==> src/q8bsm_pkg.sv <==
// ----------------------------------------------------------------------------
// q8bsm_pkg
// Shared widths, register indexes and the command/status bundles that join
// the controller and the datapath of the block-scaled matvec core.
// ----------------------------------------------------------------------------
package q8bsm_pkg;

  // Lane count and field widths
  localparam int LANES      = 4;
  localparam int LANE_W     = $clog2(LANES);
  localparam int WEIGHT_W   = 8;
  localparam int ACT_W      = 32;
  localparam int SCALE_W    = 16;
  localparam int CFG_W      = 16;
  localparam int ACC_W      = 64;
  localparam int RESULT_W   = 32;

  // Scale multiply: the block sum is split into two 28-bit halves
  localparam int HALF_W     = 28;
  localparam int PART_W     = HALF_W + 1 + SCALE_W;   // signed partial product
  localparam int SUM56_W    = 2 * HALF_W;             // bits that survive << 8

  // Configuration register indexes
  localparam logic CFG_ROW_LENGTH = 1'b0;
  localparam logic CFG_ROW_COUNT  = 1'b1;

  // Reset values of the configuration registers
  localparam logic [CFG_W-1:0] ROW_LENGTH_RST = 16'd32;
  localparam logic [CFG_W-1:0] ROW_COUNT_RST  = 16'd1;

  typedef logic signed [WEIGHT_W-1:0] weight_t;
  typedef logic signed [ACT_W-1:0]    act_t;

  // Controller to datapath
  typedef struct packed {
    logic              capture;    // latch a new request
    logic              lane_step;  // accumulate one lane, advance column
    logic [LANE_W-1:0] lane_sel;
    logic              mul_lo;     // scale times low half of block sum
    logic              mul_hi;     // scale times high half of block sum
    logic              flush_add;  // add scaled block into row sum, clear block
    logic              emit;       // load result, close the row
  } cmd_t;

  // Datapath to controller
  typedef struct packed {
    logic ended;     // column already at or past the row length
    logic blk_end;   // next column closes a block
    logic last_col;  // next column reaches the row length
    logic out_free;  // result register can take a new result
  } status_t;

endpackage

==> src/q8bsm_ctrl.sv <==
// ----------------------------------------------------------------------------
// q8bsm_ctrl
// Sequencer: walks the lanes of one request, runs the three-step block
// flush when a block or a row closes, and issues the result at row end.
// ----------------------------------------------------------------------------
module q8bsm_ctrl (
  input  logic                clk,
  input  logic                rst_n,
  input  logic                in_valid,
  output logic                in_stall,
  input  q8bsm_pkg::status_t  status,
  output q8bsm_pkg::cmd_t     cmd
);

  localparam logic [2:0] S_IDLE   = 3'd0;
  localparam logic [2:0] S_LANE   = 3'd1;
  localparam logic [2:0] S_MUL_LO = 3'd2;
  localparam logic [2:0] S_MUL_HI = 3'd3;
  localparam logic [2:0] S_ADD    = 3'd4;
  localparam logic [2:0] S_EMIT   = 3'd5;

  logic [2:0]                     state_r, state_nxt;
  logic [q8bsm_pkg::LANE_W-1:0]   lane_r, lane_nxt;
  logic                           final_r, final_nxt;
  logic                           last_lane;

  assign last_lane = (lane_r == q8bsm_pkg::LANE_W'(q8bsm_pkg::LANES - 1));
  assign in_stall  = (state_r != S_IDLE);

  // Next state and commands
  always_comb begin
    state_nxt     = state_r;
    lane_nxt      = lane_r;
    final_nxt     = final_r;
    cmd           = '0;
    cmd.lane_sel  = lane_r;
    unique case (state_r)
      S_IDLE: begin
        if (in_valid) begin
          cmd.capture = 1'b1;
          lane_nxt    = '0;
          final_nxt   = 1'b0;
          state_nxt   = S_LANE;
        end
      end
      S_LANE: begin
        if (status.ended) begin
          final_nxt = 1'b1;
          state_nxt = S_MUL_LO;
        end else begin
          cmd.lane_step = 1'b1;
          if (status.blk_end || status.last_col) begin
            final_nxt = status.last_col;
            state_nxt = S_MUL_LO;
          end else if (last_lane) begin
            state_nxt = S_IDLE;
          end else begin
            lane_nxt = lane_r + 1'b1;
          end
        end
      end
      S_MUL_LO: begin
        cmd.mul_lo = 1'b1;
        state_nxt  = S_MUL_HI;
      end
      S_MUL_HI: begin
        cmd.mul_hi = 1'b1;
        state_nxt  = S_ADD;
      end
      S_ADD: begin
        cmd.flush_add = 1'b1;
        if (final_r) begin
          state_nxt = S_EMIT;
        end else if (last_lane) begin
          state_nxt = S_IDLE;
        end else begin
          lane_nxt  = lane_r + 1'b1;
          state_nxt = S_LANE;
        end
      end
      S_EMIT: begin
        // hold until the result register is free
        if (status.out_free) begin
          cmd.emit  = 1'b1;
          state_nxt = S_IDLE;
        end
      end
      default: begin
        state_nxt = S_IDLE;
      end
    endcase
  end

  // State registers
  always_ff @(posedge clk) begin
    if (!rst_n) begin
      state_r <= S_IDLE;
      lane_r  <= '0;
      final_r <= 1'b0;
    end else begin
      state_r <= state_nxt;
      lane_r  <= lane_nxt;
      final_r <= final_nxt;
    end
  end

endmodule

==> src/q8bsm_dp.sv <==
// ----------------------------------------------------------------------------
// q8bsm_dp
// Datapath: configuration registers, request capture, lane multiply and
// block sum, split scale multiply, row sum, row counters and result register.
// ----------------------------------------------------------------------------
module q8bsm_dp #(
  parameter int BLOCK_SIZE = 32
) (
  input  logic                                clk,
  input  logic                                rst_n,
  input  logic                                cfg_wr_en,
  input  logic                                cfg_index,
  input  logic [q8bsm_pkg::CFG_W-1:0]         cfg_data,
  input  logic signed [q8bsm_pkg::WEIGHT_W-1:0] in_weight_0,
  input  logic signed [q8bsm_pkg::WEIGHT_W-1:0] in_weight_1,
  input  logic signed [q8bsm_pkg::WEIGHT_W-1:0] in_weight_2,
  input  logic signed [q8bsm_pkg::WEIGHT_W-1:0] in_weight_3,
  input  logic signed [q8bsm_pkg::ACT_W-1:0]    in_activation_0,
  input  logic signed [q8bsm_pkg::ACT_W-1:0]    in_activation_1,
  input  logic signed [q8bsm_pkg::ACT_W-1:0]    in_activation_2,
  input  logic signed [q8bsm_pkg::ACT_W-1:0]    in_activation_3,
  input  logic signed [q8bsm_pkg::SCALE_W-1:0]  in_block_scale,
  input  q8bsm_pkg::cmd_t                     cmd,
  output q8bsm_pkg::status_t                  status,
  output logic                                out_valid,
  input  logic                                out_stall,
  output logic signed [q8bsm_pkg::RESULT_W-1:0] out_row_result,
  output logic                                out_final_row
);

  localparam int BLK_W = (BLOCK_SIZE > 1) ? $clog2(BLOCK_SIZE) : 1;
  localparam int CW    = q8bsm_pkg::CFG_W;
  localparam int AW    = q8bsm_pkg::ACC_W;
  localparam int PW    = q8bsm_pkg::PART_W;
  localparam int HW    = q8bsm_pkg::HALF_W;
  localparam int SW    = q8bsm_pkg::SUM56_W;
  localparam int LPW   = q8bsm_pkg::WEIGHT_W + q8bsm_pkg::ACT_W;

  logic [CW-1:0]               row_len_r, row_cnt_r;
  q8bsm_pkg::weight_t          weight_r [q8bsm_pkg::LANES];
  q8bsm_pkg::act_t             act_r    [q8bsm_pkg::LANES];
  logic signed [q8bsm_pkg::SCALE_W-1:0] scale_r;

  logic [CW-1:0]               col_r, col_nxt;
  logic [BLK_W-1:0]            blk_pos_r, blk_pos_nxt;
  logic [CW-1:0]               row_pos_r, row_pos_nxt;
  logic [AW-1:0]               blk_acc_r, blk_acc_nxt;
  logic [AW-1:0]               row_acc_r, row_acc_nxt;
  logic signed [PW-1:0]        plo_r, phi_r;

  logic                        out_valid_r, out_valid_nxt;
  logic [q8bsm_pkg::RESULT_W-1:0] result_r;
  logic                        final_row_r;

  logic [CW-1:0]               len_eff, cnt_eff;
  logic [CW:0]                 col_inc, row_inc;
  logic                        row_done;
  logic signed [LPW-1:0]       lane_prod;
  logic signed [HW:0]          mul_a;
  logic signed [PW-1:0]        mul_p;
  logic [SW-1:0]               sum56;
  logic [AW-1:0]               scaled;

  // Zero length or count acts as one
  assign len_eff = (row_len_r == '0) ? CW'(1) : row_len_r;
  assign cnt_eff = (row_cnt_r == '0) ? CW'(1) : row_cnt_r;
  assign col_inc = {1'b0, col_r} + (CW+1)'(1);
  assign row_inc = {1'b0, row_pos_r} + (CW+1)'(1);
  assign row_done = (row_inc >= {1'b0, cnt_eff});

  assign status.ended    = (col_r >= len_eff);
  assign status.blk_end  = (blk_pos_r == BLK_W'(BLOCK_SIZE - 1));
  assign status.last_col = (col_inc >= {1'b0, len_eff});
  assign status.out_free = !out_valid_r || !out_stall;

  // Lane product of the selected lane
  assign lane_prod = weight_r[cmd.lane_sel] * act_r[cmd.lane_sel];

  // Shared scale multiplier: one half of the block sum per cycle
  assign mul_a = cmd.mul_hi ? {1'b0, blk_acc_r[2*HW-1:HW]} : {1'b0, blk_acc_r[HW-1:0]};
  assign mul_p = PW'(mul_a * scale_r);

  // Combine halves mod 2^56, then (x << 8) >>> 7 as a 64-bit word
  assign sum56  = SW'({{(SW-PW){plo_r[PW-1]}}, plo_r}) + {phi_r[HW-1:0], {HW{1'b0}}};
  assign scaled = {{(AW-SW-1){sum56[SW-1]}}, sum56, 1'b0};

  // Configuration registers
  always_ff @(posedge clk) begin
    if (!rst_n) begin
      row_len_r <= q8bsm_pkg::ROW_LENGTH_RST;
      row_cnt_r <= q8bsm_pkg::ROW_COUNT_RST;
    end else if (cfg_wr_en) begin
      unique case (cfg_index)
        q8bsm_pkg::CFG_ROW_LENGTH: row_len_r <= cfg_data;
        q8bsm_pkg::CFG_ROW_COUNT:  row_cnt_r <= cfg_data;
        default: ;
      endcase
    end
  end

  // Capture the request payload
  always_ff @(posedge clk) begin
    if (cmd.capture) begin
      weight_r[0] <= in_weight_0;
      weight_r[1] <= in_weight_1;
      weight_r[2] <= in_weight_2;
      weight_r[3] <= in_weight_3;
      act_r[0]    <= in_activation_0;
      act_r[1]    <= in_activation_1;
      act_r[2]    <= in_activation_2;
      act_r[3]    <= in_activation_3;
      scale_r     <= in_block_scale;
    end
  end

  // Partial products of the scale multiply
  always_ff @(posedge clk) begin
    if (cmd.mul_lo) begin
      plo_r <= mul_p;
    end
    if (cmd.mul_hi) begin
      phi_r <= mul_p;
    end
  end

  // Accumulators and position counters
  always_comb begin
    col_nxt     = col_r;
    blk_pos_nxt = blk_pos_r;
    row_pos_nxt = row_pos_r;
    blk_acc_nxt = blk_acc_r;
    row_acc_nxt = row_acc_r;
    if (cmd.lane_step) begin
      blk_acc_nxt = blk_acc_r + AW'(lane_prod);
      col_nxt     = col_inc[CW-1:0];
      blk_pos_nxt = status.blk_end ? '0 : blk_pos_r + 1'b1;
    end
    if (cmd.flush_add) begin
      row_acc_nxt = row_acc_r + scaled;
      blk_acc_nxt = '0;
    end
    if (cmd.emit) begin
      row_acc_nxt = '0;
      col_nxt     = '0;
      blk_pos_nxt = '0;
      row_pos_nxt = row_done ? '0 : row_inc[CW-1:0];
    end
  end

  always_ff @(posedge clk) begin
    if (!rst_n) begin
      col_r     <= '0;
      blk_pos_r <= '0;
      row_pos_r <= '0;
      blk_acc_r <= '0;
      row_acc_r <= '0;
    end else begin
      col_r     <= col_nxt;
      blk_pos_r <= blk_pos_nxt;
      row_pos_r <= row_pos_nxt;
      blk_acc_r <= blk_acc_nxt;
      row_acc_r <= row_acc_nxt;
    end
  end

  // Result register: load on emit, drop when taken
  always_comb begin
    out_valid_nxt = out_valid_r;
    if (out_valid_r && !out_stall) begin
      out_valid_nxt = 1'b0;
    end
    if (cmd.emit) begin
      out_valid_nxt = 1'b1;
    end
  end

  always_ff @(posedge clk) begin
    if (!rst_n) begin
      out_valid_r <= 1'b0;
    end else begin
      out_valid_r <= out_valid_nxt;
    end
  end

  always_ff @(posedge clk) begin
    if (cmd.emit) begin
      result_r    <= row_acc_r[47:16];
      final_row_r <= row_done;
    end
  end

  assign out_valid      = out_valid_r;
  assign out_row_result = result_r;
  assign out_final_row  = final_row_r;

endmodule

==> src/q8_block_scaled_matvec_core.sv <==
// ----------------------------------------------------------------------------
// q8_block_scaled_matvec_core
// Block-scaled 8-bit quantized matrix-vector product, four lanes per request.
// ----------------------------------------------------------------------------
// Sequence: an accept step, then a step per lane taken (only the row-end check if the row
//   already ended), and a block flush when a block closes (two 29x16 partial products, row-sum add).
// A row-closing request adds its final flush and a load of the result.
// A new request is accepted only once the previous one is done, as in_stall stays high
//   meanwhile; the load waits while the result is stalled.
// Reset (synchronous, rst_n low): counters and sums cleared, row_length 32,
//   row_count 1, no result pending.
module q8_block_scaled_matvec_core #(
  parameter int BLOCK_SIZE = 32
) (
  input  logic                                  clk,
  input  logic                                  rst_n,
  input  logic                                  cfg_wr_en,
  input  logic                                  cfg_index,
  input  logic [q8bsm_pkg::CFG_W-1:0]           cfg_data,
  input  logic                                  in_valid,
  output logic                                  in_stall,
  input  logic signed [q8bsm_pkg::WEIGHT_W-1:0] in_weight_0,
  input  logic signed [q8bsm_pkg::WEIGHT_W-1:0] in_weight_1,
  input  logic signed [q8bsm_pkg::WEIGHT_W-1:0] in_weight_2,
  input  logic signed [q8bsm_pkg::WEIGHT_W-1:0] in_weight_3,
  input  logic signed [q8bsm_pkg::ACT_W-1:0]    in_activation_0,
  input  logic signed [q8bsm_pkg::ACT_W-1:0]    in_activation_1,
  input  logic signed [q8bsm_pkg::ACT_W-1:0]    in_activation_2,
  input  logic signed [q8bsm_pkg::ACT_W-1:0]    in_activation_3,
  input  logic signed [q8bsm_pkg::SCALE_W-1:0]  in_block_scale,
  output logic                                  out_valid,
  input  logic                                  out_stall,
  output logic signed [q8bsm_pkg::RESULT_W-1:0] out_row_result,
  output logic                                  out_final_row
);

  q8bsm_pkg::cmd_t    cmd;
  q8bsm_pkg::status_t status;

  // Sequencer
  q8bsm_ctrl u_ctrl (
    .clk      (clk),
    .rst_n    (rst_n),
    .in_valid (in_valid),
    .in_stall (in_stall),
    .status   (status),
    .cmd      (cmd)
  );

  // Datapath
  q8bsm_dp #(
    .BLOCK_SIZE (BLOCK_SIZE)
  ) u_dp (
    .clk             (clk),
    .rst_n           (rst_n),
    .cfg_wr_en       (cfg_wr_en),
    .cfg_index       (cfg_index),
    .cfg_data        (cfg_data),
    .in_weight_0     (in_weight_0),
    .in_weight_1     (in_weight_1),
    .in_weight_2     (in_weight_2),
    .in_weight_3     (in_weight_3),
    .in_activation_0 (in_activation_0),
    .in_activation_1 (in_activation_1),
    .in_activation_2 (in_activation_2),
    .in_activation_3 (in_activation_3),
    .in_block_scale  (in_block_scale),
    .cmd             (cmd),
    .status          (status),
    .out_valid       (out_valid),
    .out_stall       (out_stall),
    .out_row_result  (out_row_result),
    .out_final_row   (out_final_row)
  );

  // An accepted request keeps the input side stalled while it is worked on
  a_accept_busy: assert property (@(posedge clk) disable iff (!rst_n)
    (in_valid && !in_stall) |=> in_stall)
    else $error("input not stalled after accepting a request");

  // A result is never loaded over one still waiting to be taken
  a_emit_free: assert property (@(posedge clk) disable iff (!rst_n)
    cmd.emit |-> status.out_free)
    else $error("result register overwritten");

  // No lane is accumulated once the row has ended
  a_no_step_past_end: assert property (@(posedge clk) disable iff (!rst_n)
    cmd.lane_step |-> !status.ended)
    else $error("lane accumulated past row end");

  // At most one datapath operation per cycle
  a_one_cmd: assert property (@(posedge clk) disable iff (!rst_n)
    $onehot0({cmd.capture, cmd.lane_step, cmd.mul_lo, cmd.mul_hi,
              cmd.flush_add, cmd.emit}))
    else $error("conflicting datapath commands");

endmodule
==> config.mk <==
export PLATFORM = sky130hd
export DESIGN_NAME = q8_block_scaled_matvec_core
export DESIGN_NICKNAME = d
export VERILOG_FILES = /design/src/q8bsm_pkg.sv /design/src/q8bsm_ctrl.sv /design/src/q8bsm_dp.sv /design/src/q8_block_scaled_matvec_core.sv
export SDC_FILE = /design/constraint.sdc
export NUM_CORES = 2
export LEC_CHECK = 0
export ABC_AREA = 1
export BUFFER_PORTS_ARGS = -buffer_cell sky130_fd_sc_hd__buf_4
export CORE_ASPECT_RATIO = 1.5
export CORE_MARGIN = 2
export CORE_UTILIZATION = 29
export CTS_BUF_LIST = sky130_fd_sc_hd__clkbuf_16
export DETAILED_ROUTE_END_ITERATION = 8
export PLACE_DENSITY = 0.51
export SLEW_MARGIN = 10
export SYNTH_ARGS = -nofsm -noshare
export SYNTH_HDL_FRONTEND = slang
export SYNTH_SLANG_ARGS = --single-unit
export TNS_END_PERCENT = 50
==> constraint.sdc <==
create_clock -name clk -period 12 [get_ports clk]
set_input_delay 3 -clock clk [delete_from_list [all_inputs] [get_ports clk]]
set_output_delay 3 -clock clk [all_outputs]
set_load 0.01 [all_outputs]
==> run metrics <==
worst hold slack around 0.46 ns; Rel. slew slack 0.156; CP Capture Type register; min Tclk post-route 9.73 ns; cts bufs inserted between 50 and 60; worst reg-to-reg path cell count 33; DRT Wirelength approximately 170000 µm; largest net degree at the start of global routing 94; Async SR Flop Fraction 0; Hold Crit Start u_dp.row_pos_r[15]; Total Routing Usage GR 0.196; Unique masters post-synth between 50 and 60; layout cells sized above 1 0.0660; die span in y between 500 and 600 µm; yosys warns 0; initial antenna violation count 13; Final Wtd Congestion about 0.98; antenna viol nets, final 0; via count between 40000 and 50000; Port Buf Inserts around 230; Clock Sinks roughly 450; Tcrit/Tclk final 0.811; FF-to-FF End u_dp.blk_acc_r[32]; R2R Setup Slk 2.27 ns; Worst Path Arrival around 10 ns; CTS Root Cell clkbuf_16; fill cell count about 18000; remaining global-route overflow 0; Post-Syn Area per Cell between 7 and 8 µm²; # IOs approximately 230; Syn Std Cell Area 0.0503 mm²; vias in the first global route between 40000 and 50000; level count of the clock H-tree 2; Hold-fix buffers, CTS 0; setup violators final 0; first-pass GRT wire length 266000 µm; detailed-route DRC error count 0; register area share after synthesis 0.235; RSZ-0062 raised after global routing false; Hold Path End u_dp.row_pos_r[15]; critical path class register to register; DR WL/cell about 19 µm; max-cap check violation count 0; register clock-pin slew on the reported worst setup and hold paths about 0.060 ns; Final nets 7754; Area after DPL approximately 0.055 mm²; #FFs+latches synth around 450; CTS resizes 0; latest clock arrival within the worst-skew pair around 0.67 ns; crit-path max FO 30; Tightest Hold Check Type register to register; post-route setup TNS 0 ns; Post-synth EDFFs roughly 270; Starting Density 0.291; synth top area cells fa_1, edfxtp_1, ha_1; drt pass-1 iters 6; Die W 344 µm; Design Area, Final 0.0564 mm²; Most common cell on crit path nor2_1; CP peak stage delay a little over 0.8 ns; Via density roughly 4.8; Layout Area Growth over Synthesis 12.2%; CTS tree built; Synth area leader fa_1; startpoint types register; CTS max path bufs 3; status finished clean; final hold viol count 0; Setup Buffers After CTS 0; row cnt 187; Final Skew between 0.03 and 0.04 ns; Core Util, Final 0.327; Die Footprint roughly 0.18 mm²; total nets after synthesis 7584; Core Area around 0.17 mm²; Worst Tran Pin Value 1.27 ns; Syn Inst Count ~6400; Hold Path Cell Cnt 2; top_reg_cell synth edfxtp_1; Slew Limit Fails 0; CP max stage cell a32oi_1; DRT iter0 DRCs between 2000 and 2500; top cell type's share of synthesized area 0.225; post-DP HPWL between 100000 and 150000 µm; CP required 12.57 ns; fmax between 100 and 150 MHz
-- how the worst max path moves through the flow --
| stage | startpoint | to | slack, ns | cells past startpoint |
|---|---|---|---|---|
| floorplan | in_valid | u_dp.act_r[0][0] | 0.97 | 2 |
| global route | register | u_dp.blk_acc_r[55] | 1.68 | 34 |
| global placement | register | u_dp.blk_acc_r[55] | 2.15 | 33 |
| CTS | register | u_dp.blk_acc_r[45] | 2.15 | 31 |
| finish | register | u_dp.blk_acc_r[32] | 2.27 | 33 |
| detailed placement | register | u_dp.blk_acc_r[45] | 2.18 | 31 |
-- layout make-up --
| cell class | instances | area (µm²) | area share |
|---|---|---|---|
| Timing Repair Buffer | 279 | 2090 | 0.0371 |
| Antenna cell | 5 | 12.5 | 0.000222 |
| Clock buffer | 56 | 1400 | 0.0248 |
| Clock inverter | 42 | 408 | 0.00723 |
| Sequential cell | 454 | 11800 | 0.210 |
| Inverter | 1328 | 4980 | 0.0884 |
| Multi-Input combinational cell | 4480 | 32800 | 0.582 |
| Tap cell | 2268 | 2840 | 0.0503 |
-- flip-flops by register name (all words and copies together), names as in the netlist, named ones only --
| register | flops |
|---|---|
| u_dp.act_r | 128 |
| u_dp.blk_acc_r | 56 |
| u_dp.row_acc_r | 47 |
| u_dp.plo_r | 45 |
| u_dp.out_row_result | 32 |
| u_dp.weight_r | 32 |
| u_dp.phi_r | 19 |
| u_dp.col_r | 16 |
| u_dp.row_cnt_r | 16 |
| u_dp.row_len_r | 16 |
| u_dp.row_pos_r | 16 |
| u_dp.scale_r | 16 |
| u_dp.blk_pos_r | 5 |
| u_ctrl.state_r | 3 |
| u_ctrl.lane_r | 2 |
| u_ctrl.final_r | 1 |
| u_dp.out_final_row | 1 |
| u_dp.out_valid | 1 |
-- cells in the final DEF (no fill, tap or decap), types with 74 or more instances in the layout --
cell      count
inv_1      1307
nand2_1    1231
nor2_1      846
fa_1        564
ha_1        396
a21oi_1     394
buf_4       279
edfxtp_1    273
o21ai_0     240
dfxtp_1     180
nand3_1     174
xor2_1      110
nand4_1      74
-- through the flow --
step                      instances  worst slack, ns
final                          8912             2.27
after global routing           8909             1.68
after CTS                      8907             2.15
after detailed placement       8809             2.18
after global placement         8809             2.15
after floorplan                6426            0.969
-- logic make-up after synthesis --
group,synth area share
AO/OA/AOI/OAI,0.105
XOR/XNOR,0.0282
adder cells (fa/ha/maj),0.323
buffers and inverters,0.113
flip-flops,0.235
AND/OR/NAND/NOR,0.196
-- synthesized netlist by cell type (4+ instances only) --
library cell and count:
nand2_1 1231, dfxtp_1 181, o21ai_2 22, fa_1 564
inv_1 1302, clkbuf_1 100, inv_2 15, o21a_1 18
edfxtp_1 273, nor3_1 55, a31oi_1 31, o21ai_0 240
a32oi_1 39, a21o_1 28, buf_2 41, ha_1 396
or2_2 9, nor4_1 18, o21bai_1 50, buf_1 22
and3_1 5, nand3_1 174, o21ai_1 39, xnor2_1 52
o211ai_1 19, a221oi_1 4, a211oi_1 6, nor2_1 850
clkinv_1 11, xor2_1 110, a21boi_0 12, a21oi_1 394
nand4_1 74
-- worst max-delay path: cells and delay by family (launching register included) --
family / cells / cell delay, ns
AND/OR/NAND/NOR: 14 / 2.35
AO/OA/AOI/OAI: 4 / 1.85
flip-flops: 1 / 0.32
XOR/XNOR: 1 / 0.31
buffers and inverters: 8 / 1.99
adder cells (fa/ha/maj): 6 / 2.77
-- routing by layer --
metal / track usage / vias to the layer above / wire [µm]
met5: 0 / - / 76
met4: 0.123 / 12 / 13000
met3: 0.0246 / 378 / 6970
met2: 0.358 / 1086 / 87400
met1: 0.213 / 20600 / 65100
li1: - / 20500 / -
Power is not shown: default switching activity piles up to over one toggle a cycle in this logic, so the estimate is an artifact.
